### config.mk
export PLATFORM = sky130hd
export DESIGN_NAME = im2col_ctrl
export DESIGN_NICKNAME = d
export VERILOG_FILES = /design/src/im2col_pkg.sv /design/src/im2col_ctrl.sv
export SDC_FILE = /design/constraint.sdc
export NUM_CORES = 1
export LEC_CHECK = 0
export BUFFER_PORTS_ARGS = -buffer_cell sky130_fd_sc_hd__buf_4
export CELL_PAD_IN_SITES_DETAIL_PLACEMENT = 1
export CELL_PAD_IN_SITES_GLOBAL_PLACEMENT = 1
export CORE_AREA = 2 2 39 41
export DETAILED_ROUTE_END_ITERATION = 6
export DIE_AREA = 0 0 41 43
export HOLD_SLACK_MARGIN = 0.05
export PLACE_DENSITY = 0.54
export SLEW_MARGIN = 20
export SYNTH_ARGS = -nofsm -noshare
export SYNTH_HDL_FRONTEND = slang
export SYNTH_SLANG_ARGS = --single-unit
### constraint.sdc
create_clock -name clk -period 3 [get_ports clk]
set_clock_uncertainty 0.2 [all_clocks]
set_input_delay 0.6 -clock clk [delete_from_list [all_inputs] [get_ports clk]]
set_output_delay 0.6 -clock clk [all_outputs]
set_load 0.005 [all_outputs]
### src/im2col_pkg.sv
`default_nettype none

package im2col_pkg;

  localparam int DEF_DIM_BITS   = 16;
  localparam int DEF_INDEX_BITS = 32;

  // APB: seven 32-bit registers at 4-byte spacing
  localparam int APB_ADDR_BITS = 5;
  localparam int APB_DATA_BITS = 32;
  localparam int REG_SEL_BITS  = APB_ADDR_BITS - 2;

  typedef enum logic [REG_SEL_BITS-1:0] {
    REG_PLANE_COUNT = 3'd0,
    REG_INPUT_SIZE  = 3'd1,
    REG_OUTPUT_SIZE = 3'd2,
    REG_KERNEL_SIZE = 3'd3,
    REG_STRIDE      = 3'd4,
    REG_PADDING     = 3'd5,
    REG_DILATION    = 3'd6
  } reg_sel_t;

  localparam logic [15:0] RST_PLANE_COUNT = 16'd1;
  localparam logic [31:0] RST_HALVES_ONE  = 32'h0001_0001;
  localparam logic [31:0] RST_PADDING     = 32'h0000_0000;

  // controller -> datapath
  typedef struct packed {
    logic cnt_clear;
    logic cnt_step;
    logic do_mul;
    logic do_sum;
    logic do_clip;
    logic do_base;
    logic do_scale;
    logic load_out;
  } ctrl_cmd_t;

  // datapath -> controller
  typedef struct packed {
    logic empty;
    logic out_free;
  } dp_status_t;

endpackage

`default_nettype wire

### src/im2col_ctrl.sv
`default_nettype none

module im2col_ctrl (
  input  wire logic                   clk,
  input  wire logic                   rst,
  input  wire logic                   in_valid,
  input  wire logic                   restart,
  output logic                        in_stall,
  input  wire im2col_pkg::dp_status_t status,
  output im2col_pkg::ctrl_cmd_t       cmd
);
  import im2col_pkg::*;

  typedef enum logic [2:0] {
    ST_IDLE,
    ST_MUL,
    ST_SUM,
    ST_CLIP,
    ST_BASE,
    ST_SCALE,
    ST_FINISH
  } state_t;

  state_t state;
  logic   accept;

  assign in_stall = (state != ST_IDLE);
  assign accept   = in_valid && !in_stall;

  always_ff @(posedge clk) begin
    if (rst) begin
      state <= ST_IDLE;
    end else begin
      case (state)
        ST_IDLE: begin
          // empty pass: no move, stay here
          if (accept && !status.empty) state <= ST_MUL;
        end
        ST_MUL:   state <= ST_SUM;
        ST_SUM:   state <= ST_CLIP;
        ST_CLIP:  state <= ST_BASE;
        ST_BASE:  state <= ST_SCALE;
        ST_SCALE: state <= ST_FINISH;
        ST_FINISH: begin
          if (status.out_free) state <= ST_IDLE;
        end
        default: state <= ST_IDLE;
      endcase
    end
  end

  always_comb begin
    cmd           = '0;
    cmd.cnt_clear = accept && (restart || status.empty);
    cmd.cnt_step  = (state == ST_MUL);
    cmd.do_mul    = (state == ST_MUL);
    cmd.do_sum    = (state == ST_SUM);
    cmd.do_clip   = (state == ST_CLIP);
    cmd.do_base   = (state == ST_BASE);
    cmd.do_scale  = (state == ST_SCALE);
    cmd.load_out  = (state == ST_FINISH) && status.out_free;
  end

endmodule

`default_nettype wire

Word level (Yosys, flattened, before mapping). Cells that the tools add are included.

Muxes and demuxes: 3. Divide/modulo/power cells: 0. Equality and inequality tests: 8. Bitwise operators: 0. Reduce and logical (&&, ||, !) cells: 10. Shifts and indexed selects: 0. $mul: 0. Add/subtract/negate cells: 0. $lt $le $gt $ge: 0.

Operator list (count): one-hot mux 3 bit (7 select lines) (1); equality test 3 bit (second input constant) (3); equality test 3 x 2 -> 1 bit (second input constant) (2); 2-to-1 mux 3 bit (2); logical AND 1 bit (4); != test 2 bit (second input constant) (2); equality test 3 x 1 -> 1 bit (second input constant) (1); zero test 3 bit (1); nonzero test 3 bit (1); zero test 1 bit (2); AND reduction 2 bit (1); logical OR 1 bit (1).

Bits of input ports: 6. Output and inout bits: 9. Bits in read-only memories: 0. Register bits: 3. Latch bits: 0. Memories: 0. Memory bits (writable): 0.

Logic depth before layout (Yosys ltp).
Word-level depth: 6. Mapped depth: 4. Gate-level depth less buffers: 3.

Worst setup path after synthesis. No wires, ideal clock.

Kind: register -> output. From: register state[1]. To: output port cmd[6] (netlist bit). Path buffers: 2. Data arrival time: 0.891 ns. Required time: 2.200 ns. Stages on the path, launching flop included: 4. Slack: 1.309 ns. Cells stage by stage: dfxtp_1 > buf_4 > nor3b_1 > buf_4.

RTL lines: from (decl) (line im2col_ctrl.sv:24) `state_t state;`; from (signal assigned) (line im2col_ctrl.sv:32) `state <= ST_IDLE;`; from (signal assigned) (line im2col_ctrl.sv:37) `if (accept && !status.empty) state <= ST_MUL;`; from (signal assigned) (line im2col_ctrl.sv:39) `ST_MUL: state <= ST_SUM;`; to (decl) (line im2col_ctrl.sv:10) `output im2col_pkg::ctrl_cmd_t cmd`.

==> results.cfg <==
[cts]
cts_hold_buf = 0
post_cts.repair.setup_buffers = 0
ctsHtreeMaxLevel = 1
clkSlewWorstSetupHoldPaths_ns = 0.04
clock_sink_count = 3
cts.root.buffer_cell = clkbuf_4
tritoncts = built
cts_bufs_inserted = 3
cts_buffer_depth = 2
insertion_delay_ns = 0.23
post_cts_repair_resize_count = 0

[synthesis]
synth_fp_nets = 31
ys_top_cells_by_area = dfxtp_1, buf_4, nor3b_1
synth.ff_latch_count = 3
ys_warn_count = 0
syn-mean-instance-area_um2 = 8.909
post_synth_top_area_share_pct = 26.97
syn-instance-count = 25
yosysTopAreaCell = dfxtp_1
synthDistinctLibCells = 14
seq_area_frac_synth_pct = 26.97
synthesis.area_um2 = 222.7

[sta]
hold_viol_final = 0
period_needed_ns = 2.099
clock.fmax_mhz = 476.5
rsz_0062_raised_after_global_routing = no
slew_violations = 0
max_slew_margin_pct = 75.51
period_utilization_pct = 69.95
worst_pin_slew_ns = 0.3669
final.setup.tns_ns = 0
setup_viol_count_final = 0

[flow_run]
cap_viol_max_count = 0

[layout]
drive_above_1_share_pct = 48.72
design.final.nets = 46
registers.top_by_ff_count = state
layout_commonest_cell = buf_4
mostFrequentLayoutCells = buf_4, nor3b_1, nor2_1, clkbuf_4, dfxtp_1
flip_flop_count_of_the_largest_register_all_copies_and_words_added = 3
final-instance-count-excl-fill = 55
area_growth_syn_to_layout_pct = 52.81
biggestRegsByFlops = state (3)
antenna_cells_inserted = 0

[placed_design]
dp.cells = 51
placement.io_buffers = 14
routability_congestion = 0.6109

[critical_path]
rrSetupSlack_ns = 1.75
crit_path_end_kind = output port
kind_of_critical_path = reg2out
cp-start-kind = register
critical_path.cell_chain = or3_4, nor2_1, buf_4
cp_data_required_time_ns = 2.20
worst_path_max_delay_cell = or3_4
crit_buf_inv = 1
largest_stage_delay_on_the_critical_path_ns = 0.43
crit_arrival_ns = 1.30
critical_path.max_fanout = 11
crit_family = simple AND/OR/NAND/NOR gates

[die]
starting_utilization_of_the_core_area_pct = 16.09
die_w_um = 41
io_pins = 15
dieArea_um2 = 1763
die_y_um = 43
core-area_um2 = 1384
placementRows = 14

[grt]
grt_antenna_before_repair = 0
grt_util_met3_pct = 4.712
grt_overflow_total = 0
grt_most_used_layer = met2
grt_max_degree = 12
met2_usage_pct = 14.69
grt_usage_pct = 9.018
globalRouteMet1Util_pct = 8.946
grt_first_pass_wirelength_um = 1055
first_global_vias = 245

[pwr]
power.density_cell_area_nw_per_um2 = 447.4
leakagePower_nw = 0.1610
worst_voltage_drop_across_the_vdd_grid_uv = 132.6
overall_power_w = 0.0001523

[detailed_routing]
postRouteAntennaNets = 0
drt-initial-drc-count = 1
detail_route.wl_per_cell_um = 11.36
drtPass1Iterations = 2
route.detailed.drc = 0
detail_route.wirelength_um = 625
vias = 244
post_drt_via_cell_ratio = 4.436

[hold_path]
path_type_of_the_worst_min_delay_path = in2reg

[run_status]
status = completed
==> metrics by stage <==
stage / hold WS (ns) / setup WS (ns) / area, um2 / utilization (%)
final: 0.3550 / 0.9014 / 340.3 / 24.59
after global routing: 0.3547 / 0.7836 / 340.3 / 24.59
after CTS: 0.3523 / 0.8908 / 340.3 / 24.59
after detailed placement: 0.4514 / 1.089 / 314.1 / 22.69
after global placement: 0.4209 / 1.158 / 314.1 / 22.69
after floorplan: 0.3424 / 1.309 / 222.7 / -
==> synthesized netlist by cell type, drive strengths merged <==
master,n
nor3b,3
o21ai,2
dfxtp,3
or3,1
and3b,2
and4b,1
nor2,3
inv,1
buf,4
a211oi,1
mux2i,1
a2111oi,1
a21oi,2
==> cell families (layout without fill, tap and decap cells) <==
kind of cell | after synthesis | after routing | share of synthesized area (%)
muxes | 1 | 1 | 4.495
and+or+nand+nor | 10 | 10 | 32.58
buffers and inverters | 5 | 19 | 16.85
AOI/OAI and AO/OA | 6 | 6 | 19.10
DFF | 3 | 3 | 26.97
==> final timing paths <==
kind,start,to,cells after the start
hold reg to reg,state[0],state[0],1
setup / recovery,state[1],cmd[7],3
hold / removal,rst,state[1],2
setup reg to reg,state[2],state[2],3
==> metal layers <==
metal | wire [um] | part of all wire [%]
met3 | 67 | 11
met5 | 0 | 0
met1 | 263 | 42
met2 | 293 | 47
met4 | 0 | 0
==> where the power goes <==
part	internal, W	switching, W	leakage, nW
registers	0.0000428	0.00000727	0.0245
clock network	0.0000498	0.0000199	0.0150
logic	0.0000214	0.0000112	0.122
==> area by class of cell <==
type	count	area, um2
Clock buffer	4	26.28
Fill cell	168	1044
Inverter	1	3.754
Multi-Input combinational cell	17	125.1
Sequential cell	3	60.06
Tap cell	16	20.02
Timing Repair Buffer	14	105.1
(Power assumes the default switching activity.)
