$ cat config.mk
export PLATFORM = sky130hd
export DESIGN_NAME = im2col_regs
export DESIGN_NICKNAME = d
export VERILOG_FILES = /design/src/im2col_pkg.sv /design/src/im2col_regs.sv
export SDC_FILE = /design/constraint.sdc
export NUM_CORES = 1
export LEC_CHECK = 0
export ABC_AREA = 1
export BUFFER_PORTS_ARGS = -buffer_cell sky130_fd_sc_hd__buf_2
export CORE_AREA = 4 4 111 219
export DETAILED_ROUTE_END_ITERATION = 10
export DIE_AREA = 0 0 115 223
export GPL_ROUTABILITY_DRIVEN = 0
export PLACE_DENSITY = 0.81
export SLEW_MARGIN = 0
export SYNTH_ARGS = -nofsm -noshare
export SYNTH_HDL_FRONTEND = slang
export SYNTH_SLANG_ARGS = --single-unit
$ cat constraint.sdc
create_clock -name clk -period 2.6 [get_ports clk]
set_clock_uncertainty 0.05 [all_clocks]
set_input_delay 0 -clock clk [delete_from_list [all_inputs] [get_ports clk]]
set_output_delay 0 -clock clk [all_outputs]
set_load 0.02 [all_outputs]
$ cat src/im2col_pkg.sv
`default_nettype none

package im2col_pkg;

  localparam int DEF_DIM_BITS   = 16;
  localparam int DEF_INDEX_BITS = 32;

  // APB: seven 32-bit registers at 4-byte spacing
  localparam int APB_ADDR_BITS = 5;
  localparam int APB_DATA_BITS = 32;
  localparam int REG_SEL_BITS  = APB_ADDR_BITS - 2;

  typedef enum logic [REG_SEL_BITS-1:0] {
    REG_PLANE_COUNT = 3'd0,
    REG_INPUT_SIZE  = 3'd1,
    REG_OUTPUT_SIZE = 3'd2,
    REG_KERNEL_SIZE = 3'd3,
    REG_STRIDE      = 3'd4,
    REG_PADDING     = 3'd5,
    REG_DILATION    = 3'd6
  } reg_sel_t;

  localparam logic [15:0] RST_PLANE_COUNT = 16'd1;
  localparam logic [31:0] RST_HALVES_ONE  = 32'h0001_0001;
  localparam logic [31:0] RST_PADDING     = 32'h0000_0000;

  // controller -> datapath
  typedef struct packed {
    logic cnt_clear;
    logic cnt_step;
    logic do_mul;
    logic do_sum;
    logic do_clip;
    logic do_base;
    logic do_scale;
    logic load_out;
  } ctrl_cmd_t;

  // datapath -> controller
  typedef struct packed {
    logic empty;
    logic out_free;
  } dp_status_t;

endpackage

`default_nettype wire

$ cat src/im2col_regs.sv
`default_nettype none

module im2col_regs #(
  parameter int DIM_BITS = im2col_pkg::DEF_DIM_BITS
) (
  input  wire logic                                  clk,
  input  wire logic                                  rst,
  input  wire logic                                  psel,
  input  wire logic                                  penable,
  input  wire logic                                  pwrite,
  input  wire logic [im2col_pkg::APB_ADDR_BITS-1:0]  paddr,
  input  wire logic [im2col_pkg::APB_DATA_BITS-1:0]  pwdata,
  output logic      [im2col_pkg::APB_DATA_BITS-1:0]  prdata,
  output logic                                       cfg_clear,
  output logic      [DIM_BITS-1:0]                   planes,
  output logic      [DIM_BITS-1:0]                   in_h,
  output logic      [DIM_BITS-1:0]                   in_w,
  output logic      [DIM_BITS-1:0]                   out_h,
  output logic      [DIM_BITS-1:0]                   out_w,
  output logic      [DIM_BITS-1:0]                   k_h,
  output logic      [DIM_BITS-1:0]                   k_w,
  output logic      [DIM_BITS-1:0]                   str_v,
  output logic      [DIM_BITS-1:0]                   str_h,
  output logic      [DIM_BITS-1:0]                   pad_t,
  output logic      [DIM_BITS-1:0]                   pad_l,
  output logic      [DIM_BITS-1:0]                   dil_v,
  output logic      [DIM_BITS-1:0]                   dil_h
);
  import im2col_pkg::*;

  // bits of each 16-bit half that survive the dimension width
  localparam int HW = (DIM_BITS < 16) ? DIM_BITS : 16;

  logic [15:0] plane_count;
  logic [31:0] input_size;
  logic [31:0] output_size;
  logic [31:0] kernel_size;
  logic [31:0] stride;
  logic [31:0] padding;
  logic [31:0] dilation;

  logic                    wr;
  logic [REG_SEL_BITS-1:0] sel;

  assign wr  = psel && penable && pwrite;
  assign sel = paddr[APB_ADDR_BITS-1:2];

  always_ff @(posedge clk) begin
    if (rst) begin
      plane_count <= RST_PLANE_COUNT;
      input_size  <= RST_HALVES_ONE;
      output_size <= RST_HALVES_ONE;
      kernel_size <= RST_HALVES_ONE;
      stride      <= RST_HALVES_ONE;
      padding     <= RST_PADDING;
      dilation    <= RST_HALVES_ONE;
    end else if (wr) begin
      case (reg_sel_t'(sel))
        REG_PLANE_COUNT: plane_count <= pwdata[15:0];
        REG_INPUT_SIZE:  input_size  <= pwdata;
        REG_OUTPUT_SIZE: output_size <= pwdata;
        REG_KERNEL_SIZE: kernel_size <= pwdata;
        REG_STRIDE:      stride      <= pwdata;
        REG_PADDING:     padding     <= pwdata;
        REG_DILATION:    dilation    <= pwdata;
        default: ;
      endcase
    end
  end

  // any write that lands on a real register restarts the pass
  always_comb begin
    cfg_clear = 1'b0;
    prdata    = '0;
    case (reg_sel_t'(sel))
      REG_PLANE_COUNT: begin
        cfg_clear = wr;
        prdata    = {16'd0, plane_count};
      end
      REG_INPUT_SIZE: begin
        cfg_clear = wr;
        prdata    = input_size;
      end
      REG_OUTPUT_SIZE: begin
        cfg_clear = wr;
        prdata    = output_size;
      end
      REG_KERNEL_SIZE: begin
        cfg_clear = wr;
        prdata    = kernel_size;
      end
      REG_STRIDE: begin
        cfg_clear = wr;
        prdata    = stride;
      end
      REG_PADDING: begin
        cfg_clear = wr;
        prdata    = padding;
      end
      REG_DILATION: begin
        cfg_clear = wr;
        prdata    = dilation;
      end
      default: begin
        cfg_clear = 1'b0;
        prdata    = '0;
      end
    endcase
  end

  assign planes = DIM_BITS'(plane_count[HW-1:0]);
  assign in_h   = DIM_BITS'(input_size[16+HW-1:16]);
  assign in_w   = DIM_BITS'(input_size[HW-1:0]);
  assign out_h  = DIM_BITS'(output_size[16+HW-1:16]);
  assign out_w  = DIM_BITS'(output_size[HW-1:0]);
  assign k_h    = DIM_BITS'(kernel_size[16+HW-1:16]);
  assign k_w    = DIM_BITS'(kernel_size[HW-1:0]);
  assign str_v  = DIM_BITS'(stride[16+HW-1:16]);
  assign str_h  = DIM_BITS'(stride[HW-1:0]);
  assign pad_t  = DIM_BITS'(padding[16+HW-1:16]);
  assign pad_l  = DIM_BITS'(padding[HW-1:0]);
  assign dil_v  = DIM_BITS'(dilation[16+HW-1:16]);
  assign dil_h  = DIM_BITS'(dilation[HW-1:0]);

endmodule

`default_nettype wire

; ---- Word-level counts from Yosys, hierarchy flattened
; Cells that the tools add are included.
[op_classes]
reduce_logical = 11
n_eq_ne = 6
muxes = 2
[ops]
columns = op, n
row1 = one-hot mux 32 bit (7 select lines), 1
row2 = AND reduction 2 bit, 7
row3 = == test 3 bit (second input constant), 3
row4 = OR reduction 7 bit, 1
row5 = == test 3 x 2 -> 1 bit (second input constant), 2
row6 = == test 3 x 1 -> 1 bit (second input constant), 1
row7 = logical NOT 3 bit, 1
row8 = logical AND 1 bit, 2
row9 = 2-to-1 mux 1 bit, 1
[word_totals]
register_bits = 208
word_cells = 26
in_bits = 42
out_inout_bits = 241

; ---- Longest topological paths before layout
[logic_depth]
word_depth = 3
ltp_mapped = 9

; ---- Worst setup path before layout
; No wires, ideal clock.
[synth_path]
kind = input to register
start = input paddr[2] (netlist name)
end = register kernel_size[23]
arrival_time_ns = 0.872
setup_ns = 0.113
cell_stages = 8
path_slack_ns = 1.565
required_time_ns = 2.437
n_path_buf = 3
cell_sequence = buf_4 buf_2 nand3_2 nor2_4 buf_2 nand2_1 nand2_1 nor2_1
[synth_via]
elab_chain_len = 2
[synth_rtl]
columns = item, line
row1 = "start, declared", im2col_regs.sv:11  ; input wire logic [im2col_pkg::APB_ADDR_BITS-1:0] paddr,
row2 = == test 3 x 2 -> 1 bit, im2col_regs.sv:58  ; case (reg_sel_t'(sel))
row3 = AND reduction 2 bit (no source line), -
row4 = "end signal, assigned", im2col_regs.sv:62  ; REG_KERNEL_SIZE: kernel_size <= pwdata;
row5 = "end, declared", im2col_regs.sv:37  ; logic [31:0] kernel_size;
; No other way between the ends.
; A chain may end at the register's enable or synchronous reset.

; ---- Final worst setup path
[layout_path]
start = input paddr[4] (netlist name)
end = output prdata[16] (netlist name)
[layout_via]
elab_chain_len = 2
[layout_rtl]
columns = item, line
row1 = == test 3 bit (tied with other cells), im2col_regs.sv:75  ; case (reg_sel_t'(sel))
row2 = one-hot mux 32 bit (7 select lines) (*), im2col_regs.sv:75
row3 = "end, declared", im2col_regs.sv:13  ; output logic [im2col_pkg::APB_DATA_BITS-1:0] prdata,
; Mark *: on every way between the ends. The rest lies on a longest branch, timed or not.

==> results.cfg <==
[run_status]
status = finished clean

[synth]
syn_inst = 1631
ys_top_cells_by_count = nand2_1, nor2_1, dfxtp_1
synth_cell_types = 16
yosysWarnings = 0
async_reset_ff_frac = 0
synth_area_leaders = dfxtp_1, nand2_1, nor2_1
yosys.area.top_type = dfxtp_1
syn_area_sq_mm = 0.0101
synth_flop_cell = dfxtp_1
synth_edf_count = 0
synth_seq_cells = 208
syn_nets = 1673
ys_seq_area_frac = 0.412
synth_top_cell_area_share = 0.412
postSynthAreaPerCell_sq_um = 6.19
synth_most_common_cell = nand2_1

[pwr]
pwr_density_cell_mw_per_mm2 = 568
vdd_ir_drop_max_v = 0.000462
p_leak_nw = 6.46

[setup_path]
critPathCaptureType = output pin
r2r-start = dilation[20]
crit_type = in -> out
r2r_cells = 2
timing.critical_path.cells = dlygate4sd3_1 > buf_4 > buf_4 > nor2_4 > buf_4 > nand2_1 > nand2_1 > inv_1 > nand2_1 > buf_2
cp-start-kind = primary input
critical-path-slowest-cell = dlygate4sd3_1
cp_max_fo = 41
reg2reg_to = dilation[20]
cp.arrival_ps = 2040
max_stage_delay_ps = 540
rrSetupSlack_ps = 1870
required_ps = 2550

[clocking]
cts_resized = 0
clock_latency_ps = 500
clk_path_buf_depth = 3
root_buffer = clkbuf_16
cts_sinks = 208
htree_levels = 1
tritoncts = done
clkTransAtPathRegs_ps = 70
numCtsBuffers = 20

[hold_path]
hold_path_class = in -> reg
min_to = dilation[0]
hp-start = penable
whs_path_depth = 5

[sta]
setup_ws_ps = 515
hold_viol_final = 0
rsz0062_at_grt = false
period_minus_slack_ps = 2090
slew_headroom = 0.330
fmax_mhz = 480
fin_crit_sh = 0.802
finalSetupViolations = 0
tightestPinTransition_ps = 1000
drv_slew = 0
setup_tns_ps = 0

[routing]
drtIter0Drc = 997
drcViolationCount = 0
ant_nets = 0
num_vias = 11500
viasPerCell = 5.28
routed_wl_um = 39800
wl_per_cell_um = 18.3
dr.pass1.iters = 6

[grt]
grt_pass1_wl_um = 60000
gr-total-overflow = 0
grt_max_degree = 75
grt_antenna_before_repair = 0
track_usage = 0.300
grt_pass1_vias = 10600

[layout]
n_antenna_cell = 0
layout.nets = 1920
fillers = 2200
syn2layout_area_growth_pct = 25.7
final_layout_size_suffix_gt1_frac = 0.192

[floorplanning]
die_y_um = 223
core_area_sq_mm = 0.0226
die_x_um = 115
design.die.area_sq_mm = 0.0256
initial_core_util = 0.446
std_cell_rows = 78
io_pins = 283

[run]
drv_cap = 0

[placed_design]
post-place-ws_ps = 757
place_hpwl_um = 27100
portBuffers = 280
-- placed cells by master, fill, tap and decap left out, drive strengths merged --
cell type,netlist,routed
nand3,170,170
o21ai,3,3
clkbuf,31,28
inv,69,68
clkinv,0,4
nand4,82,82
bufinv,0,3
dlygate4sd3,0,34
clkinvlp,0,1
buf,88,310
dfxtp,208,208
a31oi,1,1
nand2,508,508
nor2,471,471
-- repair_timing --
action / 4_1_cts / 5_1_grt
hold endpoints to repair: 202 / 0
buffers inserted: 0 / 0
hold buffers: 34 / 0
-- registers in the layout, summed over array words and instances (netlist names) --
register	flops
dilation	32
input_size	32
kernel_size	32
output_size	32
padding	32
planes	16
stride	32
-- stage by stage --
step	cells	total power (W)	cell area (sq um)	utilization	hold slack [ps]
floorplan	1631	0.00376	10100	-	76.1
global placement	2102	0.00401	11600	0.514	315
detailed placement	2102	0.00402	11600	0.514	321
CTS	2171	0.00724	12700	0.561	172
global route	2171	0.00742	12700	0.561	232
finish	2171	0.00721	12700	0.561	184
-- report_power, final --
| group | switching [W] | internal, W | total, W |
|---|---|---|---|
| Combinational | 0.000525 | 0.000211 | 0.000736 |
| Clock | 0.00130 | 0.00191 | 0.00321 |
| Sequential | 0.0000332 | 0.00323 | 0.00326 |
| Total | 0.00186 | 0.00535 | 0.00721 |
-- critical path, delay by kind of cell --
kind | cells | cell delay, ps
AND/OR/NAND/NOR | 4 | 430
buffers and inverters | 6 | 1580
-- how the worst max path moves through the flow --
stage                     depth (start not counted)  slack, ps  startpoint               to
after floorplan                                   8       1570    paddr[2]  kernel_size[23]
after global placement                           10        760    paddr[3]       prdata[19]
after detailed placement                         10        760    paddr[3]       prdata[19]
after CTS                                        10        540    paddr[4]       prdata[19]
after global routing                             10        420    paddr[4]       prdata[18]
final                                            10        510    paddr[4]       prdata[16]
-- layer usage --
metal / vias up / track usage / routed length, um
met2: 578 / 0.533 / 20600
met1: 5142 / 0.305 / 12900
met4: 0 / 0.234 / 3590
li1: 5586 / - / -
met3: 151 / 0.0410 / 2660
met5: - / 0 / 0
-- logic make-up (layout without fill, tap and decap cells) --
family | count (synthesis) | in the layout | share of synthesized area
and+or+nand+nor | 1231 | 1231 | 0.504
DFF | 208 | 208 | 0.412
buffers and inverters | 188 | 448 | 0.0814
AOI/OAI and AO/OA | 4 | 4 | 0.00211
-- layout make-up --
type	count	area (sq um)	area share
clock buffer	28	602	0.0474
clock inverter	7	113	0.00887
inverter	69	265	0.0209
multi-input combinational	1235	5160	0.406
sequential	208	4160	0.328
tap	280	350	0.0276
timing repair buffer	344	2040	0.161
Note: power is estimated with default switching activity, not from simulation.
