`src/im2col_pkg.sv`:
```
`default_nettype none

package im2col_pkg;

  localparam int DEF_DIM_BITS   = 16;
  localparam int DEF_INDEX_BITS = 32;

  // APB: seven 32-bit registers at 4-byte spacing
  localparam int APB_ADDR_BITS = 5;
  localparam int APB_DATA_BITS = 32;
  localparam int REG_SEL_BITS  = APB_ADDR_BITS - 2;

  typedef enum logic [REG_SEL_BITS-1:0] {
    REG_PLANE_COUNT = 3'd0,
    REG_INPUT_SIZE  = 3'd1,
    REG_OUTPUT_SIZE = 3'd2,
    REG_KERNEL_SIZE = 3'd3,
    REG_STRIDE      = 3'd4,
    REG_PADDING     = 3'd5,
    REG_DILATION    = 3'd6
  } reg_sel_t;

  localparam logic [15:0] RST_PLANE_COUNT = 16'd1;
  localparam logic [31:0] RST_HALVES_ONE  = 32'h0001_0001;
  localparam logic [31:0] RST_PADDING     = 32'h0000_0000;

  // controller -> datapath
  typedef struct packed {
    logic cnt_clear;
    logic cnt_step;
    logic do_mul;
    logic do_sum;
    logic do_clip;
    logic do_base;
    logic do_scale;
    logic load_out;
  } ctrl_cmd_t;

  // datapath -> controller
  typedef struct packed {
    logic empty;
    logic out_free;
  } dp_status_t;

endpackage

`default_nettype wire

```
`src/im2col_datapath.sv`:
```
`default_nettype none

module im2col_datapath #(
  parameter int DIM_BITS   = im2col_pkg::DEF_DIM_BITS,
  parameter int INDEX_BITS = im2col_pkg::DEF_INDEX_BITS
) (
  input  wire logic                   clk,
  input  wire logic                   rst,
  input  wire im2col_pkg::ctrl_cmd_t  cmd,
  output im2col_pkg::dp_status_t      status,
  input  wire logic                   cfg_clear,
  input  wire logic [DIM_BITS-1:0]    planes,
  input  wire logic [DIM_BITS-1:0]    in_h,
  input  wire logic [DIM_BITS-1:0]    in_w,
  input  wire logic [DIM_BITS-1:0]    out_h,
  input  wire logic [DIM_BITS-1:0]    out_w,
  input  wire logic [DIM_BITS-1:0]    k_h,
  input  wire logic [DIM_BITS-1:0]    k_w,
  input  wire logic [DIM_BITS-1:0]    str_v,
  input  wire logic [DIM_BITS-1:0]    str_h,
  input  wire logic [DIM_BITS-1:0]    pad_t,
  input  wire logic [DIM_BITS-1:0]    pad_l,
  input  wire logic [DIM_BITS-1:0]    dil_v,
  input  wire logic [DIM_BITS-1:0]    dil_h,
  input  wire logic                   out_stall,
  output logic                        out_valid,
  output logic [31:0]                 source_index,
  output logic [31:0]                 dest_index,
  output logic                        zero_fill,
  output logic                        last_move
);
  import im2col_pkg::*;

  localparam int D  = DIM_BITS;
  localparam int PW = 2 * DIM_BITS;
  localparam int SW = PW + 1;
  localparam int IW = INDEX_BITS;

  // position counters
  logic [D-1:0]  plane_ctr, krow_ctr, kcol_ctr, orow_ctr, ocol_ctr;
  logic [D-1:0]  plane_ctr_next, krow_ctr_next, kcol_ctr_next, orow_ctr_next, ocol_ctr_next;
  logic [IW-1:0] dest_ctr, dest_ctr_next;

  logic [D:0] plane_inc, krow_inc, kcol_inc, orow_inc, ocol_inc;
  logic       is_last;

  // stage registers
  logic [PW-1:0] prod_rs, prod_rk, prod_cs, prod_ck, plane_base;
  logic [IW-1:0] dest_hold;
  logic          last_hold;
  logic [SW-1:0] tap_row, tap_col;
  logic [SW-1:0] row_diff, col_diff;
  logic          row_in, col_in;
  logic [D-1:0]  row_ofs, col_ofs;
  logic          tap_ok;
  logic [IW-1:0] lin_base, lin_scaled, src_sum;

  assign status.empty = (planes == '0) || (out_h == '0) || (out_w == '0) ||
                        (k_h == '0) || (k_w == '0);
  assign status.out_free = !out_valid || !out_stall;

  assign plane_inc = {1'b0, plane_ctr} + 1'b1;
  assign krow_inc  = {1'b0, krow_ctr} + 1'b1;
  assign kcol_inc  = {1'b0, kcol_ctr} + 1'b1;
  assign orow_inc  = {1'b0, orow_ctr} + 1'b1;
  assign ocol_inc  = {1'b0, ocol_ctr} + 1'b1;

  assign is_last = (plane_inc >= {1'b0, planes}) && (krow_inc >= {1'b0, k_h}) &&
                   (kcol_inc >= {1'b0, k_w}) && (orow_inc >= {1'b0, out_h}) &&
                   (ocol_inc >= {1'b0, out_w});

  // odometer: out col innermost, plane outermost
  always_comb begin
    plane_ctr_next = plane_ctr;
    krow_ctr_next  = krow_ctr;
    kcol_ctr_next  = kcol_ctr;
    orow_ctr_next  = orow_ctr;
    ocol_ctr_next  = ocol_ctr;
    dest_ctr_next  = dest_ctr;
    if (cmd.cnt_clear || cfg_clear || (cmd.cnt_step && is_last)) begin
      plane_ctr_next = '0;
      krow_ctr_next  = '0;
      kcol_ctr_next  = '0;
      orow_ctr_next  = '0;
      ocol_ctr_next  = '0;
      dest_ctr_next  = '0;
    end else if (cmd.cnt_step) begin
      dest_ctr_next = dest_ctr + 1'b1;
      if (ocol_inc < {1'b0, out_w}) begin
        ocol_ctr_next = ocol_inc[D-1:0];
      end else begin
        ocol_ctr_next = '0;
        if (orow_inc < {1'b0, out_h}) begin
          orow_ctr_next = orow_inc[D-1:0];
        end else begin
          orow_ctr_next = '0;
          if (kcol_inc < {1'b0, k_w}) begin
            kcol_ctr_next = kcol_inc[D-1:0];
          end else begin
            kcol_ctr_next = '0;
            if (krow_inc < {1'b0, k_h}) begin
              krow_ctr_next = krow_inc[D-1:0];
            end else begin
              krow_ctr_next  = '0;
              plane_ctr_next = plane_inc[D-1:0];
            end
          end
        end
      end
    end
  end

  always_ff @(posedge clk) begin
    if (rst) begin
      plane_ctr <= '0;
      krow_ctr  <= '0;
      kcol_ctr  <= '0;
      orow_ctr  <= '0;
      ocol_ctr  <= '0;
      dest_ctr  <= '0;
    end else begin
      plane_ctr <= plane_ctr_next;
      krow_ctr  <= krow_ctr_next;
      kcol_ctr  <= kcol_ctr_next;
      orow_ctr  <= orow_ctr_next;
      ocol_ctr  <= ocol_ctr_next;
      dest_ctr  <= dest_ctr_next;
    end
  end

  assign row_diff = tap_row - SW'(pad_t);
  assign col_diff = tap_col - SW'(pad_l);
  assign row_in   = (tap_row >= SW'(pad_t)) && (row_diff < SW'(in_h));
  assign col_in   = (tap_col >= SW'(pad_l)) && (col_diff < SW'(in_w));
  assign src_sum  = lin_scaled + IW'(col_ofs);

  always_ff @(posedge clk) begin
    if (cmd.do_mul) begin
      prod_rs    <= PW'(orow_ctr) * PW'(str_v);
      prod_rk    <= PW'(krow_ctr) * PW'(dil_v);
      prod_cs    <= PW'(ocol_ctr) * PW'(str_h);
      prod_ck    <= PW'(kcol_ctr) * PW'(dil_h);
      plane_base <= PW'(plane_ctr) * PW'(in_h);
      dest_hold  <= dest_ctr;
      last_hold  <= is_last;
    end
    if (cmd.do_sum) begin
      tap_row <= SW'(prod_rs) + SW'(prod_rk);
      tap_col <= SW'(prod_cs) + SW'(prod_ck);
    end
    if (cmd.do_clip) begin
      row_ofs <= row_diff[D-1:0];
      col_ofs <= col_diff[D-1:0];
      tap_ok  <= row_in && col_in;
    end
    if (cmd.do_base) begin
      lin_base <= IW'(plane_base) + IW'(row_ofs);
    end
    if (cmd.do_scale) begin
      lin_scaled <= lin_base * IW'(in_w);
    end
    if (cmd.load_out) begin
      source_index <= tap_ok ? 32'(src_sum) : 32'd0;
      dest_index   <= 32'(dest_hold);
      zero_fill    <= !tap_ok;
      last_move    <= last_hold;
    end
  end

  always_ff @(posedge clk) begin
    if (rst) begin
      out_valid <= 1'b0;
    end else if (cmd.load_out) begin
      out_valid <= 1'b1;
    end else if (!out_stall) begin
      out_valid <= 1'b0;
    end
  end

endmodule

`default_nettype wire

```
`config.mk`:
```
export PLATFORM = sky130hd
export DESIGN_NAME = im2col_datapath
export DESIGN_NICKNAME = d
export VERILOG_FILES = /design/src/im2col_pkg.sv /design/src/im2col_datapath.sv
export SDC_FILE = /design/constraint.sdc
export NUM_CORES = 2
export LEC_CHECK = 0
export BUFFER_PORTS_ARGS = -buffer_cell sky130_fd_sc_hd__buf_2
export CAP_MARGIN = 20
export CORE_UTILIZATION = 40
export CTS_BUF_LIST = sky130_fd_sc_hd__clkbuf_8
export CTS_CLUSTER_DIAMETER = 120
export CTS_CLUSTER_SIZE = 16
export DETAILED_ROUTE_END_ITERATION = 8
export PLACE_DENSITY_LB_ADDON = 0.2
export SLEW_MARGIN = 10
export SYNTH_ARGS = -nofsm -noshare
export SYNTH_HDL_FRONTEND = slang
export SYNTH_SLANG_ARGS = --single-unit
```
`constraint.sdc`:
```
create_clock -name clk -period 19.2 [get_ports clk]
set_clock_uncertainty 0.2 [all_clocks]
set_input_delay 0.96 -clock clk [delete_from_list [all_inputs] [get_ports clk]]
set_output_delay 0.96 -clock clk [all_outputs]
set_load 0.005 [all_outputs]
```
# Yosys cells after proc, flatten, opt, wreduce, memory -nomap -nowiden
# Index checks and enable logic that the tools add are counted.
# op_classes
n_mul	6
n_eq_ne	1
n_mux	6
magnitude_cmp	13
n_reduce_logical	28
add_sub_neg	12
n_bitwise	4
# ops
op	count
multiplier 16 x 16 -> 32 bit	5
adder 16 x 1 -> 17 bit (second input constant)	5
>= comparator 17 x 16 -> 1 bit	5
logical NOT 16 bit	5
< comparator 17 x 16 -> 1 bit	4
adder 32 x 32 -> 33 bit	2
>= comparator 33 x 16 -> 1 bit	2
< comparator 33 x 16 -> 1 bit	2
subtractor 33 x 16 -> 33 bit	2
adder 32 x 16 -> 32 bit	2
two-way mux 16 bit	4
adder 32 x 1 -> 32 bit (second input constant)	1
multiplier 32 x 16 -> 32 bit	1
logical AND 1 bit	8
logical OR 1 bit	7
AND reduction 5 bit	1
NOT 1 bit	4
AND reduction 4 bit	1
logical NOT 1 bit	3
AND reduction 3 bit	1
two-way mux 1 bit	2
inequality test 2 bit (second input constant)	1
AND reduction 2 bit	1
OR reduction 2 bit	1
# totals
output_inout_bits	69
ff_bits	535
elab_cells	95

# Logic depth before layout (Yosys ltp)
# depth
word_depth	9
mapped_depth	27
mapped_depth_nobuf	24

# Worst setup path after synthesis
# Ideal clock, no wire load.
# synth_timing
path_kind	input -> register
from	in str_h[1]
to	reg prod_cs[31], data pin
n_path_buf	1
cell_stages	22
arrival_time_ns	6.689
required_time_ns	18.740
path_slack_ns	12.051
cell_sequence	clkbuf_1 -> nand2_1 -> fa_1 -> fa_1 -> fa_1 -> fa_1 -> inv_1 -> fa_1 -> inv_1 -> fa_1 -> inv_1 -> ha_1 -> a21o_1 -> a2111oi_1 -> nand2_1 -> a41oi_1 -> a2111oi_0 -> o311a_1 -> o21ai_1 -> o31ai_1 -> a21oi_1 -> xnor2_1
# synth_between
elab_chain_cells	1
# synth_lines
item	line_no	source
start, declared	im2col_datapath.sv:20	input wire logic [DIM_BITS-1:0] str_h,
multiplier 16 x 16 -> 32 bit	im2col_datapath.sv:141	prod_cs <= PW'(ocol_ctr) * PW'(str_h);
end signal, assigned	im2col_datapath.sv:141	
end, declared	im2col_datapath.sv:48	logic [PW-1:0] prod_rs, prod_rk, prod_cs, prod_ck, plane_base;
# Every way passes these cells.
# A chain may end at the register's enable or synchronous reset.

# Final worst setup path
# layout_timing
from	reg krow_ctr[11]
to	reg prod_rk[31], data pin
# layout_between
elab_chain_cells	1
# layout_lines
item	line_no	source
start, declared	im2col_datapath.sv:40	logic [D-1:0] plane_ctr, krow_ctr, kcol_ctr, orow_ctr, ocol_ctr;
start signal, assigned	im2col_datapath.sv:123	krow_ctr <= krow_ctr_next;
multiplier 16 x 16 -> 32 bit	im2col_datapath.sv:140	prod_rk <= PW'(krow_ctr) * PW'(dil_v);
end signal, assigned	im2col_datapath.sv:140	
end, declared	im2col_datapath.sv:48	
# Every way passes these cells.

==> reports/metrics.csv <==
metric;value;unit
status;complete, no violations;
r2r_slack;11.54;ns
cp.required;19.53;ns
path_clk_slew;0.12;ns
port-buffer-count;288;
intPower;4.914;mW
area_growth;5.733;%
worst_slew_pin_slew;1.159;ns
dr.pass1.iters;6;
grt_pass1_wl;353600;um
num_vias;59433;
start_util;40.37;%
hold_depth;2;
design_area;86540;um2
hold_violations;0;
drc;0;
r2r_cells;21;
synth_simple_gate_area_share;16.57;%
die_w;454.3;um
cts_sinks;535;
ys_ff_latch;535;
h-tree-depth;2;
switching_share;47.21;%
dp_slack;11.35;ns
finalCritPeriodShare;39.90;%
setup_violations;0;
r2r_start;krow_ctr[11];
ys.flop_type;edfxtp_1;
relSlewSlack;22.01;%
synth_cell_types;83;
cp.arrival;8.00;ns
viasPerCell;5.156;
post_cts_resized;0;
place_congestion;0.8898;
overflow;0;
first_global_vias;63898;
fin_tns_setup;0;ns
synth_xor_xnor_area_share;4.623;%
post_cts_buffers;0;
powerDensity;107.6;nW/um2
wl_per_cell;19.32;um
synthAdderAreaFrac;43.98;%
synthesis.instances;8776;
ys_warn_count;0;
drt_iter0_drc;3221;
antenna_found_initial;25;
die_h;454.3;um
die-area;206400;um2
cts_inserted_buffers;43;
cts-root-buf;clkbuf_8;
cp_max_fo;18;
grt_max_degree;92;
cap_violations;0;
num_rows;165;
fmax;0.1305;GHz
peakVddDrop;0.0004949;V
place_area;85670;um2
setup_ws;11.54;ns
syn_area_per_cell;9.326;um2
reg2reg_to;prod_rk[31];
power_frac_seq;19.6;%
worst_hold_path.endpoint;out_valid;
hpwl;176900;um
track_usage;22.01;%
synth_mux_area_share;0.08714;%
switching_power;4.395;mW
pwr-share-clk;7.3;%
combPwrFrac;73.0;%
wl;222800;um
cts_buffer_depth;3;
slew_viol_final;0;
async_reset_ff_share;0;%
criticalPathCategory;reg -> reg;
period_needed;7.662;ns
drive_gt1_share;4.908;%
synth_fp_nets;11105;
crit_path_end_kind;register;
synth_top_family_by_area;adder cells;
leakage;42.58;nW
core-area;202700;um2
synth_edf_count;422;
synth_area;81850;um2
hold_start;rst;
synth_compound_area_share;7.264;%
hold_buffers;0;
fin_nets;11137;
postRouteAntennaNets;0;
rsz0062_at_grt;no;
insertion_delay;0.82;ns
whs;0.1092;ns
yosysSeqAreaShare;18.25;%
design.portCount;289;
cts_tree;built;
hold_class;in -> reg;
start_kind;register;
-- critical path, stage by stage, from the launching register on --
cell	delay [ns]
dfxtp_1	0.94
nand2_1	0.18
fa_1	0.55
fa_1	0.52
fa_1	0.52
inv_1	0.06
fa_1	0.49
fa_1	0.49
inv_1	0.05
fa_1	0.47
inv_1	0.04
ha_1	0.33
a21o_1	0.20
a31o_2	0.21
a2111oi_0	0.71
o21ai_0	0.26
a31oi_1	0.33
o21ai_1	0.17
a41oi_1	0.28
o21ai_0	0.13
a21oi_1	0.19
xnor2_1	0.08
-- worst max path at each step --
stage	from	to	slack [ns]	cells after the start
final	krow_ctr[11]	prod_rk[31]	11.54	21
after global placement	dil_v[4]	prod_rk[31]	11.37	23
after detailed placement	in_w[1]	lin_scaled[29]	11.35	20
after global routing	krow_ctr[11]	prod_rk[31]	11.15	21
after floorplan	str_h[1]	prod_cs[31]	12.05	22
after CTS	krow_ctr[11]	prod_rk[31]	11.59	21
-- routing by layer --
metal	global-route usage (%)	up-vias	share of wire [%]
li1	-	27636	-
met5	0	-	0.036
met3	2.023	336	3.9
met2	40.03	1291	51
met4	10.33	12	5.3
met1	25.99	30158	40
-- cell families (layout without fill, tap and decap cells) --
group	after synthesis	count (layout)
buffers and inverters	1991	2058
XOR/XNOR	432	432
AND/OR/NAND/NOR	2766	2766
AO/OA/AOI/OAI	936	936
multiplexers	7	7
flip-flops	535	535
other	0	13
adder cells (fa/ha/maj)	2109	2109
-- layout make-up --
| cell class | count | area [um2] |
|---|---|---|
| multi-input cells | 6250 | 59390 |
| diodes | 13 | 32.53 |
| fillers | 20036 | 116200 |
| clock inverters | 36 | 229.0 |
| inverters | 1634 | 6133 |
| well taps | 2672 | 3343 |
| flip-flops and latches | 535 | 14930 |
| clock buffers | 44 | 605.6 |
| repair buffers | 344 | 1876 |
-- synthesized netlist by cell type (10+ instances only) --
library cell  count  share of area, %
inv_1          1634               7.5
fa_1           1280                31
nand2_1        1124               5.2
ha_1            829                13
and2_1          773               5.9
edfxtp_1        422                15
clkbuf_1        323               1.5
a21oi_1         319               2.0
nor2_1          308               1.4
xnor2_1         296               3.2
o21ai_0         175               1.1
xor2_1          136               1.5
nand3_1         131              0.80
dfxtp_1         113               2.8
a21o_1          112               1.0
o21a_1           78              0.72
and3_1           72              0.55
nor3_1           68              0.42
nand4_1          56              0.43
nor2b_1          51              0.39
nand2b_1         49              0.37
nor4_1           45              0.34
o21bai_1         36              0.33
or3_1            28              0.21
a211oi_1         26              0.24
a31oi_1          26              0.20
o211ai_1         22              0.20
nand3b_1         19              0.17
buf_1            13             0.060
buf_2            12             0.073
a211o_1          11              0.12
o2111ai_1        10              0.11
-- power by group through the flow --
stage | combinational [mW] | clock (mW) | sequential [mW]
floorplan | 5.12 | 0 | 1.78
global placement | 6.79 | 0 | 1.85
detailed placement | 6.85 | 0 | 1.85
CTS | 6.91 | 0.720 | 1.83
global route | 7.76 | 0.753 | 1.84
finish | 6.80 | 0.683 | 1.83
-- placed cells by master (no fill, tap or decap), types with 10 or more instances in the layout --
cell type	count
a31oi_1	26
a211oi_1	26
nor4_1	44
and3_1	72
buf_2	285
a211o_1	11
inv_1	1658
nand2b_1	49
xor2_1	136
o21a_1	78
nand3b_1	19
o2111ai_1	10
nand3_1	131
dfxtp_1	113
edfxtp_1	422
or3_1	28
o21bai_1	36
a21o_1	112
nand4_1	56
xnor2_1	296
clkbuf_8	45
buf_4	58
and2_1	773
diode_2	13
nor2b_1	51
nor3_1	68
nor2_1	307
ha_1	829
o21ai_0	175
fa_1	1280
a21oi_1	319
o211ai_1	22
nand2_1	1124
-- sequential cells by signal, indices dropped and copies added, names as in the netlist, 32 cells and up --
register,flops
tap_col,33
tap_row,33
dest_ctr,32
dest_hold,32
dest_index,32
lin_base,32
lin_scaled,32
plane_base,32
prod_ck,32
prod_cs,32
prod_rk,32
prod_rs,32
source_index,32
-- through the flow --
step	power [mW]	cells	utilization, %
after global routing	10.35	11527	42.69
after detailed placement	8.699	11435	42.26
after global placement	8.643	11435	42.26
after floorplan	6.904	8776	-
after CTS	9.458	11515	42.67
final	9.309	11528	42.69
(Power assumes the default switching activity.)
